## config.mk

```make
export PLATFORM = sky130hd
export DESIGN_NAME = psg_tone_noise_generator_core
export DESIGN_NICKNAME = d
export VERILOG_FILES = /design/src/sv/psgtn_pkg.sv /design/src/sv/psgtn_mul.sv /design/src/sv/psg_tone_noise_generator_core.sv
export SDC_FILE = /design/constraint.sdc
export NUM_CORES = 2
export LEC_CHECK = 0
export BUFFER_PORTS_ARGS = -buffer_cell sky130_fd_sc_hd__buf_2
export CORE_MARGIN = 1.5
export CORE_UTILIZATION = 50
export DETAILED_ROUTE_END_ITERATION = 16
export HOLD_SLACK_MARGIN = 0.15
export PLACE_DENSITY = 0.65
export RECOVER_POWER = 100
export SYNTH_ARGS = -nofsm -noshare
export SYNTH_HDL_FRONTEND = slang
export SYNTH_SLANG_ARGS = --single-unit
```

## constraint.sdc

```tcl
create_clock -name aclk -period 20.3 [get_ports aclk]
set_input_delay 3.045 -clock aclk [delete_from_list [all_inputs] [get_ports aclk]]
set_output_delay 3.045 -clock aclk [all_outputs]
set_load 0.05 [all_outputs]
```

## src/sv/psgtn_pkg.sv

```systemverilog
`default_nettype none
package psgtn_pkg;

    localparam int SPAN    = 65536;
    localparam int SPAN_SH = 16;
    localparam int FULL    = 32767;

    localparam int CNT_W  = 34;
    localparam int HP_W   = 32;
    localparam int HI_W   = 18;
    localparam int LVL_W  = 13;
    localparam int MA_W   = 21;
    localparam int MB_W   = 16;
    localparam int PROD_W = 38;
    localparam int SUM_W  = 33;
    localparam int MIX_W  = 15;

    localparam logic [2:0] CFG_UPDATE_STEP   = 3'd0;
    localparam logic [2:0] CFG_FEEDBACK_MASK = 3'd1;
    localparam logic [2:0] CFG_NOISE_TAPS    = 3'd2;
    localparam logic [2:0] CFG_NOISE_INVERT  = 3'd3;
    localparam logic [2:0] CFG_ROUTE_LEFT    = 3'd4;
    localparam logic [2:0] CFG_ROUTE_RIGHT   = 3'd5;
    localparam logic [2:0] CFG_OUT_GAIN      = 3'd6;

    localparam logic [1:0] FUNC_WRITE  = 2'd0;
    localparam logic [1:0] FUNC_STEREO = 2'd1;
    localparam logic [1:0] FUNC_TICK   = 2'd2;

    localparam logic [19:0] RST_STEP   = 20'd12838;
    localparam logic [15:0] RST_FBMASK = 16'h4000;
    localparam logic [15:0] RST_TAPS   = 16'h0003;
    localparam logic [15:0] RST_GAIN   = 16'd256;

    localparam logic [2:0] REG_NOISE = 3'd6;
    localparam logic [2:0] REG_TONE2 = 3'd4;

    typedef enum logic [3:0] {
        ST_IDLE, ST_WR, ST_WR_MUL, ST_T_INIT, ST_T_A, ST_T_B, ST_T_END,
        ST_N1, ST_N2, ST_MIX_M, ST_MIX_A, ST_G_L, ST_G_LA, ST_G_RA, ST_OUT
    } state_t;

    // 2 dB per step attenuation levels, quarter full scale at step 0
    function automatic logic [LVL_W-1:0] level_lut(input logic [3:0] att);
        logic [LVL_W-1:0] r;
        case (att)
            4'd0:    r = 13'd8191;
            4'd1:    r = 13'd6506;
            4'd2:    r = 13'd5168;
            4'd3:    r = 13'd4105;
            4'd4:    r = 13'd3260;
            4'd5:    r = 13'd2590;
            4'd6:    r = 13'd2057;
            4'd7:    r = 13'd1634;
            4'd8:    r = 13'd1298;
            4'd9:    r = 13'd1031;
            4'd10:   r = 13'd819;
            4'd11:   r = 13'd650;
            4'd12:   r = 13'd516;
            4'd13:   r = 13'd410;
            4'd14:   r = 13'd326;
            default: r = 13'd0;
        endcase
        return r;
    endfunction

endpackage
`default_nettype wire

```

## src/sv/psgtn_mul.sv

```systemverilog
`default_nettype none
module psgtn_mul
    import psgtn_pkg::*;
(
    input  wire logic                     aclk,
    input  wire logic signed [MA_W-1:0]   mul_a,
    input  wire logic        [MB_W-1:0]   mul_b,
    output logic signed      [PROD_W-1:0] prod_reg
);

    logic signed [PROD_W-1:0] prod_next;

    assign prod_next = PROD_W'(mul_a * $signed({1'b0, mul_b}));

    always_ff @(posedge aclk) begin
        prod_reg <= prod_next;
    end

endmodule
`default_nettype wire

```

## src/sv/psg_tone_noise_generator_core.sv

```systemverilog
`default_nettype none
// Three-tone plus noise sound generator. A write byte passes through ST_WR, and for a
// tone period also ST_WR_MUL; a stereo mask write is taken directly in ST_IDLE. A
// sample tick runs each channel's edge loop in turn: each tone goes through ST_T_INIT,
// ST_T_A and ST_T_END, with an ST_T_B and ST_T_A pair for every further pair of half
// periods ending in the span. The noise channel makes one ST_N1/ST_N2 pass per noise
// register step in the span, and one more for the span end unless a step lands
// exactly on it. Then come mixing (ST_MIX_M, ST_MIX_A per channel) and gain (ST_G_L,
// ST_G_LA, ST_G_RA) on a single shared multiplier, and ST_OUT hands off the result
// once any earlier result has been taken. Very short periods make ticks proportionally
// longer. s_axis_tready is high only between items; configuration is always ready.
module psg_tone_noise_generator_core
    import psgtn_pkg::*;
(
    input  wire logic        aclk,
    input  wire logic        aresetn,
    input  wire logic        s_axis_tvalid,
    output logic             s_axis_tready,
    input  wire logic [7:0]  s_axis_tdata,   // [7:0] data
    input  wire logic [1:0]  s_axis_tuser,   // [1:0] func
    output logic             m_axis_tvalid,
    input  wire logic        m_axis_tready,
    output logic [31:0]      m_axis_tdata,   // [15:0] left_sample, [31:16] right_sample
    input  wire logic        cfg_valid,
    output logic             cfg_ready,
    input  wire logic [2:0]  cfg_index,
    input  wire logic [19:0] cfg_data
);

    localparam logic signed [SUM_W-1:0] MIX_MAX = SUM_W'(FULL * SPAN);
    localparam logic [MIX_W-1:0]        SAT     = MIX_W'(FULL);

    logic [19:0] step_reg;
    logic [15:0] fbm_reg, taps_reg, gain_reg;
    logic        inv_reg, rtl_reg, rtr_reg;

    state_t state_reg, state_next;
    logic [1:0] ch_reg, ch_next;
    logic [7:0] d_reg, d_next;
    logic [2:0] wr_r_reg, wr_r_next;
    logic [9:0] tone_reg [8];
    logic [9:0] tone_next [8];
    logic [2:0] latch_reg, latch_next;
    logic [LVL_W-1:0] lvl_reg [4];
    logic [LVL_W-1:0] lvl_next [4];
    logic [15:0] shift_reg, shift_next;
    logic white_reg, white_next;
    logic [HP_W-1:0] hp_reg [4];
    logic [HP_W-1:0] hp_next [4];
    logic signed [CNT_W-1:0] dc_reg [4];
    logic signed [CNT_W-1:0] dc_next [4];
    logic [3:0] out_reg, out_next;
    logic [7:0] stereo_reg, stereo_next;
    logic signed [HI_W-1:0] hi_reg [4];
    logic signed [HI_W-1:0] hi_next [4];
    logic signed [CNT_W-1:0] cnt_reg, cnt_next, v_reg, v_next;
    logic [16:0] left_reg, left_next;
    logic signed [SUM_W-1:0] sl_reg, sl_next, sr_reg, sr_next;
    logic [MIX_W-1:0] gl_reg, gl_next;
    logic m_valid_reg, m_valid_next;
    logic [31:0] m_data_reg, m_data_next;

    logic signed [MA_W-1:0]   mul_a;
    logic        [MB_W-1:0]   mul_b;
    logic signed [PROD_W-1:0] prod_reg;

    logic [19:0] step_eff;
    logic        s_fire;
    logic [2:0]  r_w;
    logic [1:0]  c_w;
    logic [9:0]  t_new;
    logic [HP_W-1:0] hp_p;
    logic signed [CNT_W-1:0] per, c1, nxt, span_c;
    logic        fb, adv, o_new;
    logic [15:0] ns;
    logic [MIX_W-1:0] lm, rm, gsat;

    assign step_eff      = (step_reg == 20'd0) ? 20'd1 : step_reg;
    assign s_axis_tready = (state_reg == ST_IDLE);
    assign s_fire        = s_axis_tvalid && s_axis_tready;
    assign cfg_ready     = 1'b1;
    assign m_axis_tvalid = m_valid_reg;
    assign m_axis_tdata  = m_data_reg;
    assign span_c        = CNT_W'(SPAN);

    psgtn_mul u_mul (
        .aclk     (aclk),
        .mul_a    (mul_a),
        .mul_b    (mul_b),
        .prod_reg (prod_reg)
    );

    always_ff @(posedge aclk) begin
        if (!aresetn) begin
            step_reg <= RST_STEP;
            fbm_reg  <= RST_FBMASK;
            taps_reg <= RST_TAPS;
            inv_reg  <= 1'b1;
            rtl_reg  <= 1'b1;
            rtr_reg  <= 1'b1;
            gain_reg <= RST_GAIN;
        end else if (cfg_valid && cfg_ready) begin
            case (cfg_index)
                CFG_UPDATE_STEP:   step_reg <= cfg_data;
                CFG_FEEDBACK_MASK: fbm_reg  <= cfg_data[15:0];
                CFG_NOISE_TAPS:    taps_reg <= cfg_data[15:0];
                CFG_NOISE_INVERT:  inv_reg  <= cfg_data[0];
                CFG_ROUTE_LEFT:    rtl_reg  <= cfg_data[0];
                CFG_ROUTE_RIGHT:   rtr_reg  <= cfg_data[0];
                CFG_OUT_GAIN:      gain_reg <= cfg_data[15:0];
                default: ;
            endcase
        end
    end

    // clamp of the mix sums, and gain clip of the current product
    always_comb begin
        if (sl_reg < 0)            lm = '0;
        else if (sl_reg > MIX_MAX) lm = SAT;
        else                       lm = sl_reg[SPAN_SH +: MIX_W];
        if (sr_reg < 0)            rm = '0;
        else if (sr_reg > MIX_MAX) rm = SAT;
        else                       rm = sr_reg[SPAN_SH +: MIX_W];
        if (prod_reg[PROD_W-1:8+MIX_W] != '0) gsat = SAT;
        else                                 gsat = prod_reg[8 +: MIX_W];
    end

    always_comb begin
        state_next   = state_reg;
        ch_next      = ch_reg;
        d_next       = d_reg;
        wr_r_next    = wr_r_reg;
        tone_next    = tone_reg;
        latch_next   = latch_reg;
        lvl_next     = lvl_reg;
        shift_next   = shift_reg;
        white_next   = white_reg;
        hp_next      = hp_reg;
        dc_next      = dc_reg;
        out_next     = out_reg;
        stereo_next  = stereo_reg;
        hi_next      = hi_reg;
        cnt_next     = cnt_reg;
        v_next       = v_reg;
        left_next    = left_reg;
        sl_next      = sl_reg;
        sr_next      = sr_reg;
        gl_next      = gl_reg;
        m_data_next  = m_data_reg;
        m_valid_next = m_valid_reg && !m_axis_tready;
        mul_a        = '0;
        mul_b        = '0;

        r_w   = d_reg[7] ? d_reg[6:4] : latch_reg;
        c_w   = r_w[2:1];
        t_new = {tone_reg[r_w][9:4], d_reg[3:0]};
        if (!d_reg[7] && !r_w[0] && r_w != REG_NOISE) begin
            t_new = {d_reg[5:0], tone_reg[r_w][3:0]};
        end
        hp_p = (prod_reg[HP_W-1:0] == '0) ? HP_W'(step_eff) : prod_reg[HP_W-1:0];
        per  = CNT_W'(hp_reg[ch_reg]);
        c1   = cnt_reg + per;
        nxt  = (cnt_reg < $signed({17'd0, left_reg})) ? cnt_reg
                                                      : $signed({17'd0, left_reg});
        adv  = (cnt_reg <= 0);
        fb   = white_reg ? ^(shift_reg & taps_reg) : shift_reg[0];
        ns   = {1'b0, shift_reg[15:1]} | (fb ? fbm_reg : 16'd0);
        o_new = adv ? (white_reg ? (ns[0] ^ inv_reg) : ns[0]) : out_reg[3];

        case (state_reg)
            ST_IDLE: begin
                if (s_fire) begin
                    d_next = s_axis_tdata;
                    case (s_axis_tuser)
                        FUNC_WRITE:  state_next = ST_WR;
                        FUNC_STEREO: stereo_next = s_axis_tdata;
                        FUNC_TICK: begin
                            ch_next    = 2'd0;
                            state_next = ST_T_INIT;
                        end
                        default: ;
                    endcase
                end
            end
            ST_WR: begin
                latch_next     = r_w;
                wr_r_next      = r_w;
                tone_next[r_w] = t_new;
                state_next     = ST_IDLE;
                if (!r_w[0] && r_w != REG_NOISE) begin
                    mul_a      = MA_W'({1'b0, step_eff});
                    mul_b      = MB_W'(t_new);
                    state_next = ST_WR_MUL;
                end else if (r_w == REG_NOISE) begin
                    white_next = t_new[2];
                    if (t_new[1:0] == 2'd3) hp_next[3] = {hp_reg[2][HP_W-2:0], 1'b0};
                    else hp_next[3] = HP_W'(step_eff) << (3'd5 + {1'b0, t_new[1:0]});
                    shift_next  = fbm_reg;
                    out_next[3] = fbm_reg[0];
                end else begin
                    lvl_next[c_w] = level_lut(d_reg[3:0]);
                end
            end
            ST_WR_MUL: begin
                hp_next[wr_r_reg[2:1]] = hp_p;
                if (wr_r_reg == REG_TONE2 && tone_reg[REG_NOISE][1:0] == 2'd3) begin
                    hp_next[3] = {hp_p[HP_W-2:0], 1'b0};
                end
                state_next = ST_IDLE;
            end
            ST_T_INIT: begin
                v_next     = out_reg[ch_reg] ? dc_reg[ch_reg] : '0;
                cnt_next   = dc_reg[ch_reg] - span_c;
                state_next = ST_T_A;
            end
            ST_T_A: begin
                if (cnt_reg > 0) begin
                    state_next = ST_T_END;
                end else begin
                    cnt_next = c1;
                    if (c1 > 0) begin
                        out_next[ch_reg] = !out_reg[ch_reg];
                        if (!out_reg[ch_reg]) v_next = v_reg + per;
                        state_next = ST_T_END;
                    end else begin
                        state_next = ST_T_B;
                    end
                end
            end
            ST_T_B: begin
                cnt_next   = c1;
                v_next     = v_reg + per;
                state_next = ST_T_A;
            end
            ST_T_END: begin
                dc_next[ch_reg] = cnt_reg;
                hi_next[ch_reg] = HI_W'(out_reg[ch_reg] ? (v_reg - cnt_reg) : v_reg);
                if (ch_reg == 2'd2) begin
                    cnt_next   = dc_reg[3];
                    left_next  = 17'(SPAN);
                    v_next     = '0;
                    state_next = ST_N1;
                end else begin
                    ch_next    = ch_reg + 2'd1;
                    state_next = ST_T_INIT;
                end
            end
            ST_N1: begin
                if (out_reg[3]) v_next = v_reg + cnt_reg;
                cnt_next   = cnt_reg - nxt;
                left_next  = left_reg - nxt[16:0];
                state_next = ST_N2;
            end
            ST_N2: begin
                // net effect of the step: subtract the remaining time if high after it
                if (adv) begin
                    shift_next = ns;
                    cnt_next   = cnt_reg + CNT_W'(hp_reg[3]);
                end
                out_next[3] = o_new;
                v_next      = o_new ? (v_reg - cnt_reg) : v_reg;
                state_next  = ST_N1;
                if (left_reg == '0) begin
                    dc_next[3] = adv ? (cnt_reg + CNT_W'(hp_reg[3])) : cnt_reg;
                    hi_next[3] = HI_W'(o_new ? (v_reg - cnt_reg) : v_reg);
                    sl_next    = '0;
                    sr_next    = '0;
                    ch_next    = 2'd0;
                    state_next = ST_MIX_M;
                end
            end
            ST_MIX_M: begin
                mul_a      = MA_W'(hi_reg[ch_reg]);
                mul_b      = MB_W'(lvl_reg[ch_reg]);
                state_next = ST_MIX_A;
            end
            ST_MIX_A: begin
                if (stereo_reg[{1'b1, ch_reg}]) sl_next = sl_reg + SUM_W'(prod_reg);
                if (stereo_reg[{1'b0, ch_reg}]) sr_next = sr_reg + SUM_W'(prod_reg);
                ch_next    = ch_reg + 2'd1;
                state_next = (ch_reg == 2'd3) ? ST_G_L : ST_MIX_M;
            end
            ST_G_L: begin
                mul_a      = MA_W'({1'b0, lm});
                mul_b      = gain_reg;
                state_next = ST_G_LA;
            end
            ST_G_LA: begin
                gl_next    = rtl_reg ? gsat : '0;
                mul_a      = MA_W'({1'b0, rm});
                mul_b      = gain_reg;
                state_next = ST_G_RA;
            end
            ST_G_RA: begin
                // keep the right product live until the output register is free
                mul_a      = MA_W'({1'b0, rm});
                mul_b      = gain_reg;
                state_next = ST_OUT;
            end
            ST_OUT: begin
                mul_a = MA_W'({1'b0, rm});
                mul_b = gain_reg;
                if (!m_valid_reg || m_axis_tready) begin
                    m_data_next  = {1'b0, (rtr_reg ? gsat : {MIX_W{1'b0}}), 1'b0, gl_reg};
                    m_valid_next = 1'b1;
                    state_next   = ST_IDLE;
                end
            end
            default: state_next = ST_IDLE;
        endcase
    end

    always_ff @(posedge aclk) begin
        if (!aresetn) begin
            state_reg   <= ST_IDLE;
            ch_reg      <= 2'd0;
            latch_reg   <= 3'd0;
            white_reg   <= 1'b0;
            shift_reg   <= RST_FBMASK;
            out_reg     <= {RST_FBMASK[0], 3'b000};
            stereo_reg  <= 8'hFF;
            m_valid_reg <= 1'b0;
            for (int i = 0; i < 8; i++) begin
                tone_reg[i] <= i[0] ? 10'd15 : 10'd0;
            end
            for (int i = 0; i < 4; i++) begin
                lvl_reg[i] <= '0;
                hp_reg[i]  <= HP_W'(RST_STEP);
                dc_reg[i]  <= CNT_W'(RST_STEP);
            end
        end else begin
            state_reg   <= state_next;
            ch_reg      <= ch_next;
            latch_reg   <= latch_next;
            white_reg   <= white_next;
            shift_reg   <= shift_next;
            out_reg     <= out_next;
            stereo_reg  <= stereo_next;
            m_valid_reg <= m_valid_next;
            tone_reg    <= tone_next;
            lvl_reg     <= lvl_next;
            hp_reg      <= hp_next;
            dc_reg      <= dc_next;
        end
    end

    always_ff @(posedge aclk) begin
        d_reg      <= d_next;
        wr_r_reg   <= wr_r_next;
        hi_reg     <= hi_next;
        cnt_reg    <= cnt_next;
        v_reg      <= v_next;
        left_reg   <= left_next;
        sl_reg     <= sl_next;
        sr_reg     <= sr_next;
        gl_reg     <= gl_next;
        m_data_reg <= m_data_next;
    end

    a_tick_starts: assert property (@(posedge aclk) disable iff (!aresetn)
        (s_fire && s_axis_tuser == FUNC_TICK) |=> (state_reg == ST_T_INIT))
        else $error("tick did not start channel loop");

    a_counts_pos: assert property (@(posedge aclk) disable iff (!aresetn)
        (state_reg == ST_IDLE) |-> (dc_reg[0] > 0 && dc_reg[1] > 0 &&
                                    dc_reg[2] > 0 && dc_reg[3] > 0))
        else $error("down count not positive between items");

    a_out_from_seq: assert property (@(posedge aclk) disable iff (!aresetn)
        $rose(m_valid_reg) |-> ($past(state_reg) == ST_OUT))
        else $error("result raised outside output state");

    a_no_lost: assert property (@(posedge aclk) disable iff (!aresetn)
        (state_reg == ST_OUT && m_valid_reg && !m_axis_tready) |=> (state_reg == ST_OUT))
        else $error("result overwritten while pending");

endmodule
`default_nettype wire

```

* Yosys cells after proc, flatten, opt, wreduce, memory -nomap -nowiden
Memory sizes are Yosys's and may differ from the RTL's. A register that Yosys moved wholly into a read port is not among the register bits.
Cells that the tools add are included.
** Cells by class
- Add/subtract/negate cells :: 12
- Multipliers :: 1
- $lt $le $gt $ge :: 20
- Equality and inequality tests :: 46
- Shift operators :: 1
- Mux-type cells :: 116
- Bitwise operators :: 10
- Reductions and logical operators :: 61
** Operators by type and width (number)
- $mux 34 :: 15
- $pmux 34 s6 :: 2
- $mux 32 :: 8
- $bwmux 136 :: 1
- $pmux 33 s2 :: 2
- $bwmux 128 :: 1
- $mux 33 :: 3
- $mux 18 :: 5
- $pmux 21 s4 :: 1
- $bwmux 80 :: 1
- $mux 13 :: 6
- $mux 15 :: 5
- $bwmux 72 :: 1
- $add 34x33->34 :: 2
- $bmux 34 s2 :: 1
- $demux 34 s2 :: 1
- $gt 34x1->1 const B :: 2
- $pmux 34 s2 :: 1
- $sub 34x34->34 :: 2
- $add 33x33->33 :: 2
- $gt 33x32->1 const B :: 2
- $lt 33x1->1 const B :: 2
- $bmux 32 s2 :: 1
- $demux 32 s2 :: 1
- other kinds (88) :: 199
** Word-level totals
- Register bits after elaboration :: 823
- ROM bits :: 208
- Bits of input ports :: 38
- Output and inout port bits :: 35
- Word-level logic and storage cells :: 320
- Memories :: 1
** Memories
- (name not given) :: words 16, bits a word 13, rd ports 1, clocked after memory_dff 1, write ports 0, RTL line psgtn_pkg.sv:46 : case (att)

* Longest topological paths before layout
- Depth in word-level cells :: 12
- Mapped depth :: 36

* Modules after synthesis
A second synthesis with hierarchy kept.
** Unflattened totals
- Cells, all modules :: 6627
- Area, all modules :: 59489.6 µm²
** By module, submodules not included
- psg_tone_noise_generator_core :: instances 1, cells an instance 5145, area each 46099.2 µm²
- psgtn_mul :: instances 1, cells an instance 1482, area each 13390.3 µm²

* Worst setup path before layout
No wires, ideal clock.
- Kind :: reg-to-reg
- From :: register d_reg[7]
- To :: register u_mul.prod_reg[37]
- Setup time :: 0.121 ns
- Arrival :: 7.955 ns
- Required time :: 20.179 ns
- Slack :: 12.224 ns
- Cell stages (with the launch flop) :: 36
- Path buffers :: 3
- Period minus slack after synthesis :: 8.076 ns
- Cell sequence :: edfxtp_1 buf_2 mux2i_2 clkinv_1 nor2_1 clkbuf_1 a221oi_1 nor2_1 or3_1 o21ai_0 o21ai_1 buf_2 nand2_1 fa_1 inv_1 fa_1 inv_1 fa_1 inv_1 fa_1 fa_1 inv_1 fa_1 inv_1 ha_1 nand4_1 or3_1 nor4b_1 o31ai_1 a21oi_1 o21ai_0 nand3_1 a31oi_1 o21ai_0 a21oi_1 xnor2_1
** On the way
- Cells in the longest elaborated chain, start to end :: 9
** Ends and longest elaborated chain
- start: declaration :: RTL line psg_tone_noise_generator_core.sv:39 : logic [7:0] d_reg, d_next;
- start signal: assignment :: RTL line psg_tone_noise_generator_core.sv:348 : d_reg <= d_next;
- $mux 3 (*) :: RTL line psg_tone_noise_generator_core.sv:154 : r_w = d_reg[7] ? d_reg[6:4] : latch_reg;
- via r_w[1] :: RTL line psg_tone_noise_generator_core.sv:69 : logic [2:0] r_w;
- $not 3->4 (implied by the code) :: RTL line psg_tone_noise_generator_core.sv:156, psg_tone_noise_generator_core.sv:158
- $bmux 10 s3 :: RTL line psg_tone_noise_generator_core.sv:156, psg_tone_noise_generator_core.sv:158
- $mux 10 (implied by the code) (2 in a row) :: RTL line psg_tone_noise_generator_core.sv:158 : t_new = {d_reg[5:0], tone_reg[r_w][3:0]};
- $mux 10 :: RTL line psg_tone_noise_generator_core.sv:157 : if (!d_reg[7] && !r_w[0] && r_w != REG_NOISE) begin
- $mux 10 :: RTL line psg_tone_noise_generator_core.sv:190 : if (!r_w[0] && r_w != REG_NOISE) begin
- $pmux 16 s3 :: RTL line psg_tone_noise_generator_core.sv:170 : case (state_reg)
- $mul 21x17->38 (*) :: RTL line psgtn_mul.sv:13 : assign prod_next = PROD_W'(mul_a * $signed({1'b0, mul_b}));
- via u_mul.prod_next[37] :: RTL line psgtn_mul.sv:11 : logic signed [PROD_W-1:0] prod_next;
- end signal: assignment :: RTL line psgtn_mul.sv:16 : prod_reg <= prod_next;
- end: declaration :: RTL line psgtn_mul.sv:8 : output logic signed [PROD_W-1:0] prod_reg
The timed path passes the listed nets; every way through them passes the cells marked *. The select of a mux whose other input is x is not followed.
A chain may end at the register's enable or synchronous reset.

* Worst setup path in the final report
- From :: input aresetn
- To :: register shift_reg[7]
** RTL lines
- start: declaration :: RTL line psg_tone_noise_generator_core.sv:16 : input wire logic aresetn,
- end signal: assignment :: RTL line psg_tone_noise_generator_core.sv:336 : shift_reg <= shift_next;
- end: declaration :: RTL line psg_tone_noise_generator_core.sv:46 : logic [15:0] shift_reg, shift_next;
No word-level cell between the ends.

==> results_dict.tcl <==
set metrics [dict create \
    holdPathStages 0 \
    layout_common_cells "nand2_1, inv_1, a21oi_1" \
    total_power_uw 3910 \
    start_util_pct 50.4 \
    grt_max_degree 115 \
    dpl.cell_count 7973 \
    p_seq_share_pct 44.8 \
    r2r_slack_ns 8.11 \
    wl_um 190000 \
    grt_overflow 0 \
    p_sw_share_pct 28.0 \
    tightest_slew_ns 4.21 \
    clk_pin_slew_worst_paths_ns 0.06 \
    ir_drop_mv 0.0704 \
    num_rows 125 \
    multi_input_area_mm2 0.0362 \
    fill_cells 10700 \
    h-tree-depth 3 \
    seqCellArea_mm2 0.0188 \
    p_comb_share_pct 12.7 \
    min_period_over_period_pct 60.4 \
    yosysSeqAreaShare_pct 32.2 \
    cp_max_fo 114 \
    synth_top_area_share_pct 18.7 \
    core_mm2 0.116 \
    p_int_uw 2820 \
    leakage_uw 0.0254 \
    max_freq_mhz 81.5 \
    avgViaCountPerCell 6.13 \
    pin_count 73 \
    synthFlopType "dfxtp_1" \
    final_nets 7239 \
    violations "capacitance limit, slew limit" \
    cts_resized 0 \
    endpoint_kind "register" \
    power.density_mw_per_mm2 62.1 \
    status "complete, but fails checks" \
    cts_buffers 88 \
    switching_power_uw 1100 \
    hold_viol 0 \
    synth_largest_area_cell "dfxtp_1" \
    final_common_cell "nand2_1" \
    cts_root_buf "clkbuf_16" \
    die_h_um 345 \
    r2r-start "ch_reg[1]" \
    finalWeightedCongestion 0.977 \
    worstHoldStart "gl_reg[2]" \
    drc 0 \
    timing.rr.end "v_reg[0]" \
    synth.distinct_cells 96 \
    max_slew_margin_pct -181 \
    postCtsSetupBuffers 0 \
    cts_sinks 808 \
    yosysWarnings 0 \
    drt_first_pass_iters 10 \
    dieArea_mm2 0.119 \
    ant_nets 0 \
    syn_inst 6635 \
    die_w_um 345 \
    rsz0062_at_grt "false" \
    power_frac_clock_pct 42.5 \
    synth_edf_count 263 \
    totalNegativeSetupSlack_ns 0 \
    synth_area_per_cell_um2 8.81 \
    dp_hpwl_um 138000 \
    clock_skew_ns 0.0320 \
    clk-insertion-delay-late_ns 0.68 \
    grt_pass1_vias 48000 \
    setup_viol 0 \
    synthesis.area_mm2 0.0584 \
    cp.required_ns 20.66 \
    min_to "m_axis_tdata[2]" \
    cts_tree "built" \
    ctsLongestPathBuffers 3 \
    synthArstFlopShare_pct 0 \
    drive_above_1_share_pct 6.38 \
    start_kind "input port" \
    report.final.slew_viol_count 1251 \
    port_buffers 69 \
    fin_cells 8141 \
    r2r_cells 16 \
    critPathKind "in -> reg" \
    synthToLayoutAreaGrowth_pct 7.71 \
    drt_iter0_drc 5661 \
    drv_cap 26 \
    netlist_top_cells_area "dfxtp_1, edfxtp_1, fa_1" \
    hold_slack_ns 0.415 \
    timing.final.crit_period_ns 12.26 \
    largest_reg_flops 136 \
    cts_hold_repair.buffers 0 \
    grt_pass1_wl_um 291000 \
    antenna_found_initial 7 \
    min_path_type "reg -> reg" \
    wl_per_cell_um 23.4 \
    ys_ff_latch 808 \
    vias 49900 \
    grtUsageTotal_pct 31.8 \
    cp_data_arrival_time_ns 12.62 \
]
==> worst max-delay path by stage <==
stage / start / endpoint / slack, ns / depth (start not counted)
5_1_grt: aresetn / shift_reg[5] / 7.38 / 5
2_1_floorplan: d_reg[7] / u_mul.prod_reg[37] / 12.22 / 35
6_report: aresetn / shift_reg[7] / 8.04 / 5
4_1_cts: d_reg[7] / u_mul.prod_reg[36] / 10.71 / 32
3_3_place_gp: d_reg[7] / u_mul.prod_reg[36] / 10.85 / 32
3_5_place_dp: d_reg[7] / u_mul.prod_reg[36] / 10.72 / 32
==> power groups by stage <==
stage | Sequential, uW | Clock, uW | Combinational [uW]
2_1_floorplan | 1760 | 0 | 349
5_1_grt | 1750 | 1740 | 544
3_5_place_dp | 1780 | 0 | 489
6_report | 1750 | 1660 | 498
4_1_cts | 1750 | 1680 | 493
3_3_place_gp | 1780 | 0 | 486
==> cell type report <==
cell class                 instances  share of cell area [%]
inverter                         576                    3.44
multi-input combinational       4900                    57.5
clock buffer                     128                    4.11
antenna                            3                  0.0119
clock inverter                    37                   0.618
timing repair buffer             165                    1.43
sequential                       808                    29.9
tap                             1524                    3.03
==> layer usage <==
layer	track usage [%]	up-vias	share of wire [%]
met3	5.62	414	9.4
met4	11.6	4	3.9
met2	49.6	2307	45
met5	0	-	0.013
li1	-	22800	-
met1	44.2	24400	42
==> stage by stage <==
step | util (%) | area, um2 | setup slack [ns]
floorplan | - | 58500 | 12.22
global placement | 51.9 | 60200 | 10.85
detailed placement | 51.9 | 60200 | 10.72
CTS | 54.5 | 63200 | 10.71
global route | 54.2 | 62900 | 7.38
finish | 54.2 | 62900 | 8.04
==> cell usage after synthesis, types with 101 or more instances <==
cell type     n
o21ai_0     263
dfxtp_1     545
fa_1        343
clkbuf_1    324
mux4_2      101
nand3_1     102
a21oi_1     570
nor3_1      103
edfxtp_1    263
ha_1        319
nand2_1    1079
inv_1       575
nor2_1      485
xnor2_1     127
==> logic make-up after synthesis <==
group | count (synthesis) | share of synthesized area (%)
AND/OR/NAND/NOR | 2208 | 16.7
AO/OA/AOI/OAI | 1568 | 17.0
adder cells (fa/ha/maj) | 662 | 18.6
other | 2 | 0.0129
buffers and inverters | 949 | 6.19
flip-flops | 808 | 32.2
XOR/XNOR | 218 | 3.27
multiplexers | 220 | 6.01
==> critical path: stages <==
cell and delay (ns):
clkbuf_1 0.53, clkinvlp_2 2.76, clkbuf_1 2.81, clkbuf_1 3.10, nor3_1 0.22
Note: power is estimated with default switching activity, not from simulation.
